--- src/rtl/core/sem_pkg.sv ---
package sem_pkg;

	localparam int PIX_W  = 8;
	localparam int CFG_W  = 13;
	localparam int POS_W  = 12;
	localparam int MAG_W  = 8;
	localparam int GRAD_W = 11;
	localparam int OUT_W  = MAG_W + 2 * POS_W;

	localparam int DEF_MAX_WIDTH  = 4096;
	localparam int DEF_MAX_HEIGHT = 4096;

	localparam logic REG_IMAGE_WIDTH  = 1'b0;
	localparam logic REG_IMAGE_HEIGHT = 1'b1;

	typedef logic [PIX_W-1:0]  pix_t;
	typedef logic signed [GRAD_W-1:0] grad_t;

	typedef struct packed {
		logic             interior;
		logic             last;
		logic [POS_W-1:0] col;
		logic [POS_W-1:0] row;
	} pos_ctl_t;

endpackage

--- src/rtl/core/sem_mag.sv ---
module sem_mag (
	input  logic                       clk,
	input  logic                       arst_n,
	input  logic                       adv,
	input  logic                       valid_s2,
	input  sem_pkg::grad_t             gx_s2,
	input  sem_pkg::grad_t             gy_s2,
	input  sem_pkg::pos_ctl_t          ctl_s2,
	output logic                       m_tvalid,
	output logic [sem_pkg::OUT_W-1:0]  m_tdata,
	output logic                       m_tlast
);

	import sem_pkg::*;

	logic [GRAD_W-1:0] ax, ay, sum;
	logic [GRAD_W-2:0] half;
	logic [MAG_W-1:0]  mag;
	logic              valid_q;
	logic [MAG_W-1:0]  mag_q;
	logic [POS_W-1:0]  col_q, row_q;
	logic              last_q;

	always_comb begin
		ax   = gx_s2[GRAD_W-1] ? GRAD_W'(-gx_s2) : GRAD_W'(gx_s2);
		ay   = gy_s2[GRAD_W-1] ? GRAD_W'(-gy_s2) : GRAD_W'(gy_s2);
		sum  = ax + ay;
		half = sum[GRAD_W-1:1];
		mag  = (half > (GRAD_W-1)'((1 << MAG_W) - 1)) ? '1 : half[MAG_W-1:0];
	end

	always_ff @(posedge clk or negedge arst_n) begin
		if (!arst_n) begin
			valid_q <= 1'b0;
		end else if (adv) begin
			valid_q <= valid_s2;
		end
	end

	always_ff @(posedge clk) begin
		if (adv && valid_s2) begin
			mag_q  <= mag;
			col_q  <= ctl_s2.col;
			row_q  <= ctl_s2.row;
			last_q <= ctl_s2.last;
		end
	end

	assign m_tvalid = valid_q;
	assign m_tdata  = {row_q, col_q, mag_q};
	assign m_tlast  = last_q;

endmodule

--- config.mk ---
export PLATFORM = sky130hd
export DESIGN_NAME = sem_mag
export DESIGN_NICKNAME = d
export VERILOG_FILES = /design/src/rtl/core/sem_pkg.sv /design/src/rtl/core/sem_mag.sv
export SDC_FILE = /design/constraint.sdc
export NUM_CORES = 1
export LEC_CHECK = 0
export BUFFER_PORTS_ARGS = -buffer_cell sky130_fd_sc_hd__clkbuf_2
export CAP_MARGIN = 20
export CORE_MARGIN = 3
export CORE_UTILIZATION = 45
export CTS_BUF_LIST = sky130_fd_sc_hd__clkbuf_8
export CTS_CLUSTER_SIZE = 10
export DETAILED_ROUTE_END_ITERATION = 8
export PLACE_DENSITY_LB_ADDON = 0.1
export SKIP_LAST_GASP = 1
export SYNTH_ARGS = -nofsm -noshare
export SYNTH_HDL_FRONTEND = slang
export SYNTH_SLANG_ARGS = --single-unit
--- constraint.sdc ---
create_clock -name clk -period 1 [get_ports clk]
set_input_delay 0.15 -clock clk [delete_from_list [all_inputs] [get_ports clk]]
set_output_delay 0.15 -clock clk [all_outputs]
set_load 0.005 [all_outputs]
==> results.md <==
- Ys Warns: 0
- Slew headroom: 0.699
- # placed instances: 332
- Setup WS post-layout: -1550 ps
- CTS Buffer Depth: 2
- Die ar.: 5120 um^2
- Synth Instances: 157
- Die width: 71.5 um
- Arr. time, crit path: 2570 ps
- Cts bufs inserted: 5
- CP Max Fanout: 8
- Syn nets: 221
- Final period util: 2.55
- Largest net degree at the start of global routing: 18
- Hold slack: 53.8 ps
- Largest stage delay on the critical path: 330 ps
- CP cell instances: buf_8, inv_8, ha_4, nor3b_4, nand2_2, o31ai_4, xnor2_1, ha_1, and3_4, o21ai_2, o21a_1, a2111oi_4, o22ai_4, or2_1
- Nets: 359
- Final Hold Vio Count: 0
- Hold Crit Class: in2reg
- CP max-delay cell: ha_1
- Number of max-capacitance violations reported: 0
- Max Slew Vio Count: 0
- TritonRoute pass-1 iters: 4
- H-tree levels: 2
- WL per Instance: 13.2 um
- Yosys reg bits: 34
- Reg clk slew, reported paths: 60 ps
- Synth cell types: 37
- Most common cell after layout, fill and taps aside: clkbuf_2
- GRT Residual Overflow: 0
- Final WL: 4570 um
- Outcome: complete, but fails checks
- CTS root buf: clkbuf_8
- Min cycle time layout: 2550 ps
- Final setup vio count: 8
- Post-synth EDFFs: 33
- Crit path required time: 1020 ps
- Area Growth Syn to Fin: 58.7%
- Initial DRC count: 50
- Diodes inserted: 0
- DRT antenna net count: 0
- DRC: 0
- IO Pins: 86
- DP HPWL: 3830 um
- Filler cells: 289
- Initial antenna violation count: 0
- Non-Filler Instances: 346
- Failing checks: setup timing
- Crit path capture type: register
- Tightest Pin Transition: 448 ps
- Worst IR Drop VDD: 0.726 mV
- Syn Std Cell Area: 1930 um^2
- Area taken by multi-input logic gates: 992 um^2
- Reg area: 1020 um^2
- Pleak: 1.36 nW
- CTS tree: built
- Asr flop ratio synth: 0.0294
- Row count: 23
- F_max: 393 MHz
- Crit Path Class: in2reg
- Most frequent cells in the layout: clkbuf_2, buf_4, edfxtp_1, xnor2_1, nand2b_1
- Clk_lat worst skew: 270 ps
- Share of layout cells above drive strength 1: 0.564
- Initial Utilization: 0.473
- Overall Global Routing Usage: 0.178
- Unrepaired setup endpoints after global routing: yes
- First-pass GRT wire length: 7220 um
- Area of the core: 4090 um^2
- PwrDens: 1340 nW/um^2
- Vias in the first global route: 1663
- Die height: 71.5 um
- GPL Wtd Cong: 0.848
- Post-Syn Area per Cell: 12.3 um^2
- Port Buffers: 84
- Routed via count: 1658
- Type of origin of the critical path: input pin
- Clock Sinks: 34
- Vias/cell: 4.79
- Main flop type after synthesis: edfxtp_1
- Seq/Total Area, Yosys: 0.526
- Skew final: 0 ps
[timing repair]
item	in CTS	in global routing
hold endpoints to repair	1	0
gates cloned	0	0
pin swaps	12	10
hold buffers	1	0
gates resized for setup	9	13
buffers inserted	1	4
setup endpoints to repair	8	8
[registers in the layout, summed over array words and instances, names as in the netlist]
register and count:
col_q 12, m_tlast 1, m_tvalid 1, mag_q 8
row_q 12
[power by group]
part	leakage, nW	switching [W]	internal [W]
registers	0.330	0.0000323	0.00171
logic	0.989	0.000663	0.000818
clock network	0.0407	0.000432	0.000464
[final cells by class]
type                            instances  area share
Inverter                                6      0.0179
Multi-Input combinational cell        115       0.323
Sequential cell                        34       0.331
Clock inverter                          3     0.00367
Clock buffer                            5      0.0224
Tap cell                               50      0.0204
Timing Repair Buffer                  133       0.281
[per-stage QoR]
step	power (W)	instance area (um^2)	util	setup TNS, ps	setup slack, ps
3_5_place_dp	0.00318	2860	0.699	-14900	-1920
2_1_floorplan	0.00253	2030	-	-12170	-1590
5_1_grt	0.00438	3070	0.751	-12970	-1680
4_1_cts	0.00410	3000	0.734	-11680	-1510
6_report	0.00412	3070	0.751	-11890	-1550
3_3_place_gp	0.00315	2860	0.699	-14440	-1870
[cells in the mapped netlist, types with 2 or more instances]
library cell	count	area (um^2)
nand4_1	3	18.8
nand2_1	11	41.3
inv_1	6	22.5
a31oi_1	2	12.5
and3_2	2	15.0
o21ai_0	7	35.0
a21o_2	3	26.3
ha_1	11	138
edfxtp_1	33	991
o31ai_1	3	22.5
xor2_1	4	35.0
nand2b_1	13	81.3
xnor2_1	21	184
nor3_1	3	15.0
or2_2	2	12.5
nor2_1	3	11.3
o41ai_1	2	17.5
clkbuf_1	2	7.51
nor2b_1	2	12.5
a21oi_1	6	30.0
nor3b_1	2	15.0
[worst max-delay path, delay by kind of cell]
family,cells,cell delay (ps)
compound gates,5,960
simple gates,4,760
fa+ha+maj,2,450
buf+inv,2,150
xor+xnor,1,100
[cells by family (layout without fill, tap and decap cells)]
logic type,Yosys count,count (layout),synth area share
flops,34,34,0.526
fa+ha+maj,12,12,0.0816
xor+xnor,25,25,0.113
compound gates,32,32,0.131
simple gates,45,45,0.128
buf+inv,8,147,0.0155
mux,1,1,0.00582
[layer usage]
| metal | vias to the layer above | wire [um] | track usage |
|---|---|---|---|
| met3 | 0 | 322 | 0.0463 |
| met4 | 0 | 0 | 0.0418 |
| li1 | 856 | - | - |
| met1 | 740 | 1830 | 0.200 |
| met2 | 62 | 2420 | 0.334 |
| met5 | - | 0 | 0 |
[path summary, 6_finish.rpt]
check                                     startpoint                     end  slack, ps  cells past startpoint
max in group asynchronous                     arst_n    m_tvalid$_DFFE_PN0P_        730                      2
worst min register to register  m_tvalid$_DFFE_PN0P_    m_tvalid$_DFFE_PN0P_        510                      1
worst min-delay path                      ctl_s2[22]     col_q[10]$_DFFE_PP_         50                      1
worst max-delay path                        gy_s2[0]  mag_q[0]$_SDFFCE_PN1P_      -1550                     14
worst max register to register  m_tvalid$_DFFE_PN0P_    m_tvalid$_DFFE_PN0P_        260                      1
min in group asynchronous                     arst_n    m_tvalid$_DFFE_PN0P_        180                      2
No activity file was read; power rests on OpenSTA's default activity.
