File: src/rtl/core/sem_pkg.sv
package sem_pkg;

	localparam int PIX_W  = 8;
	localparam int CFG_W  = 13;
	localparam int POS_W  = 12;
	localparam int MAG_W  = 8;
	localparam int GRAD_W = 11;
	localparam int OUT_W  = MAG_W + 2 * POS_W;

	localparam int DEF_MAX_WIDTH  = 4096;
	localparam int DEF_MAX_HEIGHT = 4096;

	localparam logic REG_IMAGE_WIDTH  = 1'b0;
	localparam logic REG_IMAGE_HEIGHT = 1'b1;

	typedef logic [PIX_W-1:0]  pix_t;
	typedef logic signed [GRAD_W-1:0] grad_t;

	typedef struct packed {
		logic             interior;
		logic             last;
		logic [POS_W-1:0] col;
		logic [POS_W-1:0] row;
	} pos_ctl_t;

endpackage

File: src/rtl/core/sem_kernel.sv
module sem_kernel (
	input  logic              clk,
	input  logic              arst_n,
	input  logic              adv,
	input  logic              valid_s1,
	input  sem_pkg::pix_t     px_s1,
	input  sem_pkg::pix_t     top_s1,
	input  sem_pkg::pix_t     mid_s1,
	input  sem_pkg::pos_ctl_t ctl_s1,
	output logic              valid_s2,
	output sem_pkg::grad_t    gx_s2,
	output sem_pkg::grad_t    gy_s2,
	output sem_pkg::pos_ctl_t ctl_s2
);

	import sem_pkg::*;

	pix_t  win_q [6];
	grad_t t0, m0, b0, t1, b1, tp, md, pv;
	grad_t gx, gy;
	logic  valid_s2_q;

	always_comb begin
		t0 = $signed({3'b000, win_q[0]});
		m0 = $signed({3'b000, win_q[1]});
		b0 = $signed({3'b000, win_q[2]});
		t1 = $signed({3'b000, win_q[3]});
		b1 = $signed({3'b000, win_q[5]});
		tp = $signed({3'b000, top_s1});
		md = $signed({3'b000, mid_s1});
		pv = $signed({3'b000, px_s1});
		gx = (tp - t0) + ((md - m0) <<< 1) + (pv - b0);
		gy = (b0 + (b1 <<< 1) + pv) - (t0 + (t1 <<< 1) + tp);
	end

	always_ff @(posedge clk or negedge arst_n) begin
		if (!arst_n) begin
			valid_s2_q <= 1'b0;
			for (int i = 0; i < 6; i++) begin
				win_q[i] <= '0;
			end
		end else if (adv) begin
			valid_s2_q <= valid_s1 & ctl_s1.interior;
			if (valid_s1) begin
				win_q[0] <= win_q[3];
				win_q[1] <= win_q[4];
				win_q[2] <= win_q[5];
				win_q[3] <= top_s1;
				win_q[4] <= mid_s1;
				win_q[5] <= px_s1;
			end
		end
	end

	always_ff @(posedge clk) begin
		if (adv) begin
			gx_s2  <= gx;
			gy_s2  <= gy;
			ctl_s2 <= ctl_s1;
		end
	end

	assign valid_s2 = valid_s2_q;

endmodule

File: config.mk
export PLATFORM = sky130hd
export DESIGN_NAME = sem_kernel
export DESIGN_NICKNAME = d
export VERILOG_FILES = /design/src/rtl/core/sem_pkg.sv /design/src/rtl/core/sem_kernel.sv
export SDC_FILE = /design/constraint.sdc
export NUM_CORES = 1
export LEC_CHECK = 0
export ABC_AREA = 1
export BUFFER_PORTS_ARGS = -buffer_cell sky130_fd_sc_hd__buf_2
export CAP_MARGIN = 10
export CORE_MARGIN = 3
export CORE_UTILIZATION = 45
export CTS_CLUSTER_DIAMETER = 80
export DETAILED_ROUTE_END_ITERATION = 7
export PLACE_DENSITY_LB_ADDON = 0.15
export SETUP_SLACK_MARGIN = 0.2
export SYNTH_ARGS = -nofsm -noshare
export SYNTH_HDL_FRONTEND = slang
export SYNTH_SLANG_ARGS = --single-unit
File: constraint.sdc
create_clock -name clk -period 4.55 [get_ports clk]
set_input_delay 0.2275 -clock clk [delete_from_list [all_inputs] [get_ports clk]]
set_output_delay 0.2275 -clock clk [all_outputs]
set_load 0.01 [all_outputs]
==> results of run 1 <==
## sequential cells by signal, summed over array words and instances (netlist names)
signal and count:
ctl_s2 26, gx_s2 11, gy_s2 11, b0 8
b1 8, m0 8, t0 8, t1 8
win_q 8, valid_s2 1
## Yosys cell counts, types with 2 or more instances
library cell	instances
inv_1	156
nand2_1	136
dfrtp_1	49
edfxtp_1	48
ha_1	46
fa_1	44
a21oi_1	34
nor2_1	27
nand3_1	26
o21ai_0	21
xor2_1	14
mux2_4	8
o21ai_1	7
clkbuf_1	5
nand3b_1	5
nand4_1	5
xnor2_1	5
a21oi_2	4
o21a_1	4
buf_6	3
nor3_1	3
o21ai_2	2
## path summary, 6_finish.rpt
path | start | to | slack, ps | cells past startpoint
worst max-delay path | t0[3] | gy_s2[6] | 1230 | 12
worst min-delay path | arst_n | win_q[15] | -20 | 2
worst max register to register | t0[3] | gy_s2[6] | 1230 | 12
worst min register to register | t0[6] | t0[6] | 490 | 2
max in group asynchronous | arst_n | m0[0] | 4140 | 2
min in group clk | ctl_s1[13] | ctl_s2[13] | 60 | 1
## final cells by class
cell class,count,share of cell area (%)
clock buffer,10,3.14
clock inverter,6,0.806
inverter,156,8.02
multi-input combinational,397,41.2
sequential,97,36.6
tap,176,3.02
timing repair buffer,105,7.30
## power by group
part	internal (mW)	leakage [nW]	switching [mW]
clock	0.423	0.136	0.328
combinational	1.16	2.66	1.79
sequential	1.28	1.06	0.0612
## metal layers
layer	share of wire (%)	vias up	wire [µm]	GRT usage, %
li1	-	2262	-	-
met1	48	2082	5770	22.9
met2	46	107	5550	26.8
met3	5.0	12	606	4.20
met4	1.6	0	188	5.03
met5	0	-	0	0
## cell usage in the layout (no fill, tap or decap), types with 2 or more instances in the layout
cell type,Yosys,routed
xnor2_1,5,5
nand2_1,136,136
fa_1,44,44
xor2_1,14,14
a21oi_2,4,4
nor3_1,3,3
clkbuf_16,0,9
edfxtp_1,48,48
buf_4,0,3
nand4_1,5,5
nand3_1,26,26
ha_1,46,46
inv_1,156,156
a21oi_1,34,34
dfrtp_1,49,49
o21ai_1,7,7
clkinvlp_4,0,2
clkinv_2,0,2
mux2_4,8,8
nor2_1,27,27
o21ai_0,21,21
buf_2,1,102
o21a_1,4,4
nand3b_1,5,5
o21ai_2,2,2
## logic make-up (layout without fill, tap and decap cells)
kind of cell | after synthesis | after routing | share of synthesized area [%]
AND/OR/NAND/NOR | 205 | 205 | 13.4
buffers and inverters | 165 | 277 | 10.2
multiplexers | 8 | 8 | 1.90
flip-flops | 97 | 97 | 42.3
adder cells (fa/ha/maj) | 90 | 90 | 23.1
XOR/XNOR | 19 | 19 | 2.64
AO/OA/AOI/OAI | 75 | 75 | 6.58
==> impl_metrics.json, run 1 <==
{
  "run_status": "finished with violations",
  "failed_checks": "negative hold slack",
  "cp_max_fo": 4,
  "max_freq_ghz": 0.302,
  "dr_total_vias": 4463,
  "clk_latency_ps": 350,
  "totalWireLength_um": 12100,
  "synth_edf_count": 48,
  "numCtsBuffers": 9,
  "grt_setup_unrepaired": "false",
  "ioPinCount": 103,
  "fillCellCount": 1199,
  "grt_pass1_wl_um": 21300,
  "die_y_um": 124,
  "clock_skew_ps": 4.65,
  "root_buffer": "clkbuf_16",
  "ir_drop_v": 0.000343,
  "p_leak_nw": 3.85,
  "syn_area_um2": 6310,
  "period_share_pct": 72.9,
  "area_growth_syn_to_layout_pct": 15.6,
  "cts.sinks": 97,
  "required_ps": 4650,
  "maxCapViolations": 0,
  "grt_max_degree": 89,
  "dieArea_um2": 15500,
  "initial_core_util_pct": 46.7,
  "ys_ff_latch": 97,
  "avgSynthCellArea_um2": 9.58,
  "postSynthCellCount": 659,
  "slew_viol_final": 0,
  "post_cts_resized": 0,
  "drt_first_iter_violations": 303,
  "num_rows": 42,
  "cp_slowest_cell": "fa_1",
  "hold_viol_final": 28,
  "yosysTopAreaCell": "edfxtp_1",
  "cts_tree": "built",
  "port_buffers": 102,
  "slowest_delay_ps": 550,
  "tightest_slew_ps": 877,
  "postCtsHoldBufs": 0,
  "ys_warn_count": 0,
  "drc": 0,
  "final.setup.tns_ps": 0,
  "antenna_left": 0,
  "overflow": 0,
  "multi_input_area_um2": 3000,
  "antennaDiodeCount": 0,
  "hold_path_class": "input pin to asynchronous set/reset pin",
  "grt_util_all_layers_pct": 16.8,
  "holdWs_ps": -22.5,
  "crit_family": "adder cells",
  "grt_pass1_vias": 4574,
  "layout-drive-gt1-share_pct": 17.5,
  "cts_setup_buffers": 0,
  "report.power.total_mw": 5.04,
  "wire_per_inst_um": 12.8,
  "fin_nets": 910,
  "cp.buffers_inverters": 3,
  "htree_levels": 3,
  "gp_congestion": 0.827,
  "drtPass1Iterations": 5,
  "yosysTopAreaCellShare_pct": 22.8,
  "fin_ws_ps": 1230,
  "dp.cells": 931,
  "async_flop_share_pct": 50.5,
  "antenna_found_initial": 0,
  "core-area_um2": 13500,
  "synth_area_leaders": "edfxtp_1 (23%), dfrtp_1 (19%), fa_1 (14%)",
  "ys.flop_type": "dfrtp_1",
  "finalCoreUtilization_pct": 54.0,
  "final_area_um2": 7300,
  "crit_path_start_kind": "flip-flop",
  "synthDistinctLibCells": 29,
  "arrival_ps": 3410,
  "crit_chain": "inv_1 > fa_1 > fa_1 > inv_1 > fa_1 > inv_1 > ha_1 > a21oi_1 > nand2_1 > nand2_1 > nand2_1 > xor2_1",
  "maxSlewHeadroom_pct": 41.5,
  "clkTransAtPathRegs_ps": 70,
  "end_kind": "flip-flop",
  "place_hpwl_um": 9590,
  "cellPowerDensity_nw_per_um2": 690,
  "die_w_um": 124,
  "crit_type": "flip-flop to flip-flop",
  "via_per_inst": 4.71,
  "setup_viol": 0,
  "period_minus_slack_ps": 3320,
  "yosysSeqAreaShare_pct": 42.3,
  "detailedPlace.worstSlack_ps": 1230,
  "seq_area_um2": 2670,
  "syn_nets": 803,
  "cts_max_path_buffers": 2,
  "placed_area_um2": 7010,
  "final_cell_count_no_fill": 947
}
No activity file was read; power rests on OpenSTA's default activity.
==> run 2: changes to the inputs <==
Clock period 4.55 ns to 2.85 ns, I/O delays scaled along.
==> impl_metrics.json, run 2 (synthesis results as in run 1) <==
{
  "hold_path_class": "input pin to flip-flop",
  "hold_depth": 2,
  "max_freq_ghz": 0.325,
  "totalWireLength_um": 14300,
  "final_area_um2": 9120,
  "p_switching_mw": 4.90,
  "cts_max_path_buffers": 2,
  "initial_core_util_pct": 46.7,
  "maxCapViolations": 0,
  "ir_drop_v": 0.000782,
  "fin_ws_ps": -229,
  "fillCellCount": 1064,
  "numCtsBuffers": 9,
  "grt_max_degree": 55,
  "grt_setup_unrepaired": "true",
  "p_clk_share_pct": 10.2,
  "maxSlewHeadroom_pct": 36.5,
  "ioPinCount": 103,
  "report.power.total_mw": 11.6,
  "hold_viol_final": 0,
  "dieArea_um2": 15500,
  "clock_skew_ps": 9.22,
  "layout_commonest_cell": "inv_1",
  "final.setup.tns_ps": -2220,
  "grt_pass1_vias": 5166,
  "cts.sinks": 97,
  "port_buffers": 102,
  "wire_per_inst_um": 13.3,
  "fin_nets": 1035,
  "gp_congestion": 0.832,
  "clk_latency_ps": 350,
  "r2r_cells": 12,
  "combPwrFrac_pct": 71.2,
  "p_int_mw": 6.66,
  "tightest_slew_ps": 953,
  "period_minus_slack_ps": 3080,
  "core-area_um2": 13500,
  "drc": 0,
  "grt_pass1_wl_um": 23800,
  "antennaDiodeCount": 0,
  "placed_area_um2": 7880,
  "end_kind": "flip-flop",
  "seq_area_um2": 2670,
  "reg.largest.list": "ctl_s2 x26, gx_s2 x11, gy_s2 x11",
  "cts_tree": "built",
  "final_cell_mix": "inv_1 (117), nand2_1 (109), buf_2 (102), buf_4 (86), dfrtp_1 (49)",
  "overflow": 0,
  "cellPowerDensity_nw_per_um2": 1270,
  "root_buffer": "clkbuf_16",
  "holdWs_ps": 41.6,
  "via_per_inst": 4.71,
  "arrival_ps": 3190,
  "detailedPlace.worstSlack_ps": -263,
  "place_hpwl_um": 10500,
  "antenna_found_initial": 0,
  "drtPass1Iterations": 5,
  "p_leak_nw": 4.53,
  "crit_path_start_kind": "flip-flop",
  "die_w_um": 124,
  "clkTransAtPathRegs_ps": 70,
  "cp_max_fo": 3,
  "layout-drive-gt1-share_pct": 42.0,
  "grt_util_all_layers_pct": 18.7,
  "dr_total_vias": 5048,
  "slew_viol_final": 0,
  "dp.cells": 1010,
  "pwr-share-seq_pct": 18.6,
  "die_y_um": 124,
  "drt_first_iter_violations": 272,
  "setup_viol": 14,
  "final_cell_count_no_fill": 1072,
  "antenna_left": 0,
  "num_rows": 42,
  "period_share_pct": 108,
  "failed_checks": "negative setup slack",
  "largest_register_ffs": 26,
  "run_status": "finished with violations",
  "multi_input_area_um2": 3750,
  "swShare_pct": 42.4,
  "finalCoreUtilization_pct": 67.6,
  "area_growth_syn_to_layout_pct": 44.5,
  "htree_levels": 3,
  "top_register": "ctl_s2",
  "crit_type": "flip-flop to flip-flop",
  "required_ps": 2960
}
[run 2: changes by cell type in the layout (fill, tap and decap cells not counted), moves of 17 or more]
cell / delta
buf_4: +83
dlygate4sd3_1: +27
ha_1: -29
ha_4: +23
inv_1: -39
inv_2: +39
nand2_1: -27
nand2_2: +17
[run 2: cell type report]
| cell class | count | area share, % |
|---|---|---|
| repair buffers | 230 | 17.7 |
| flip-flops and latches | 97 | 29.2 |
| clock inverters | 7 | 0.658 |
| multi-input cells | 397 | 41.1 |
| clock buffers | 9 | 2.47 |
| inverters | 156 | 6.42 |
| well taps | 176 | 2.41 |
[run 2: layer usage]
layer | vias to the layer above | global-route usage (%) | share of wire (%)
li1 | 2515 | - | -
met1 | 2366 | 25.3 | 46
met2 | 136 | 30.8 | 47
met3 | 31 | 3.00 | 4.5
met4 | 0 | 6.19 | 2.5
met5 | - | 0 | 0
[run 2: final timing paths]
kind	start	to	slack [ps]
min	mid_s1[6]	win_q[14]	40
max	t0[0]	gy_s2[9]	-230
min in group asynchronous	arst_n	win_q[15]	470
max reg2reg	t0[0]	gy_s2[9]	-230
max in group asynchronous	arst_n	valid_s2	1660
min reg2reg	t1[5]	t1[5]	490
[run 2: critical path, stage by stage (launching register included)]
cell and delay, ps:
dfrtp_1 410, fa_1 500, fa_2 360, fa_1 510, inv_1 50, ha_2 200, fa_2 410, nand3_2 100
nand2_4 80, nand2_2 70, nand2_1 50, nand2_1 50, nand2_1 40
[run 2: power by group through the flow]
stage	clock network [mW]	registers, mW	logic (mW)
after floorplan	0	2.28	4.30
after global placement	0	2.16	6.27
after detailed placement	0	2.17	6.40
after CTS	1.22	2.15	7.42
after global routing	1.29	2.18	9.14
final	1.18	2.15	8.23
[run 2: what timing repair did]
item                       in CTS  in global routing
setup endpoints to repair      18                 18
pin swaps                      57                 52
buffers inserted                8                 11
hold endpoints to repair       66                  0
resized for setup              72                 57
hold buffers                   27                  0
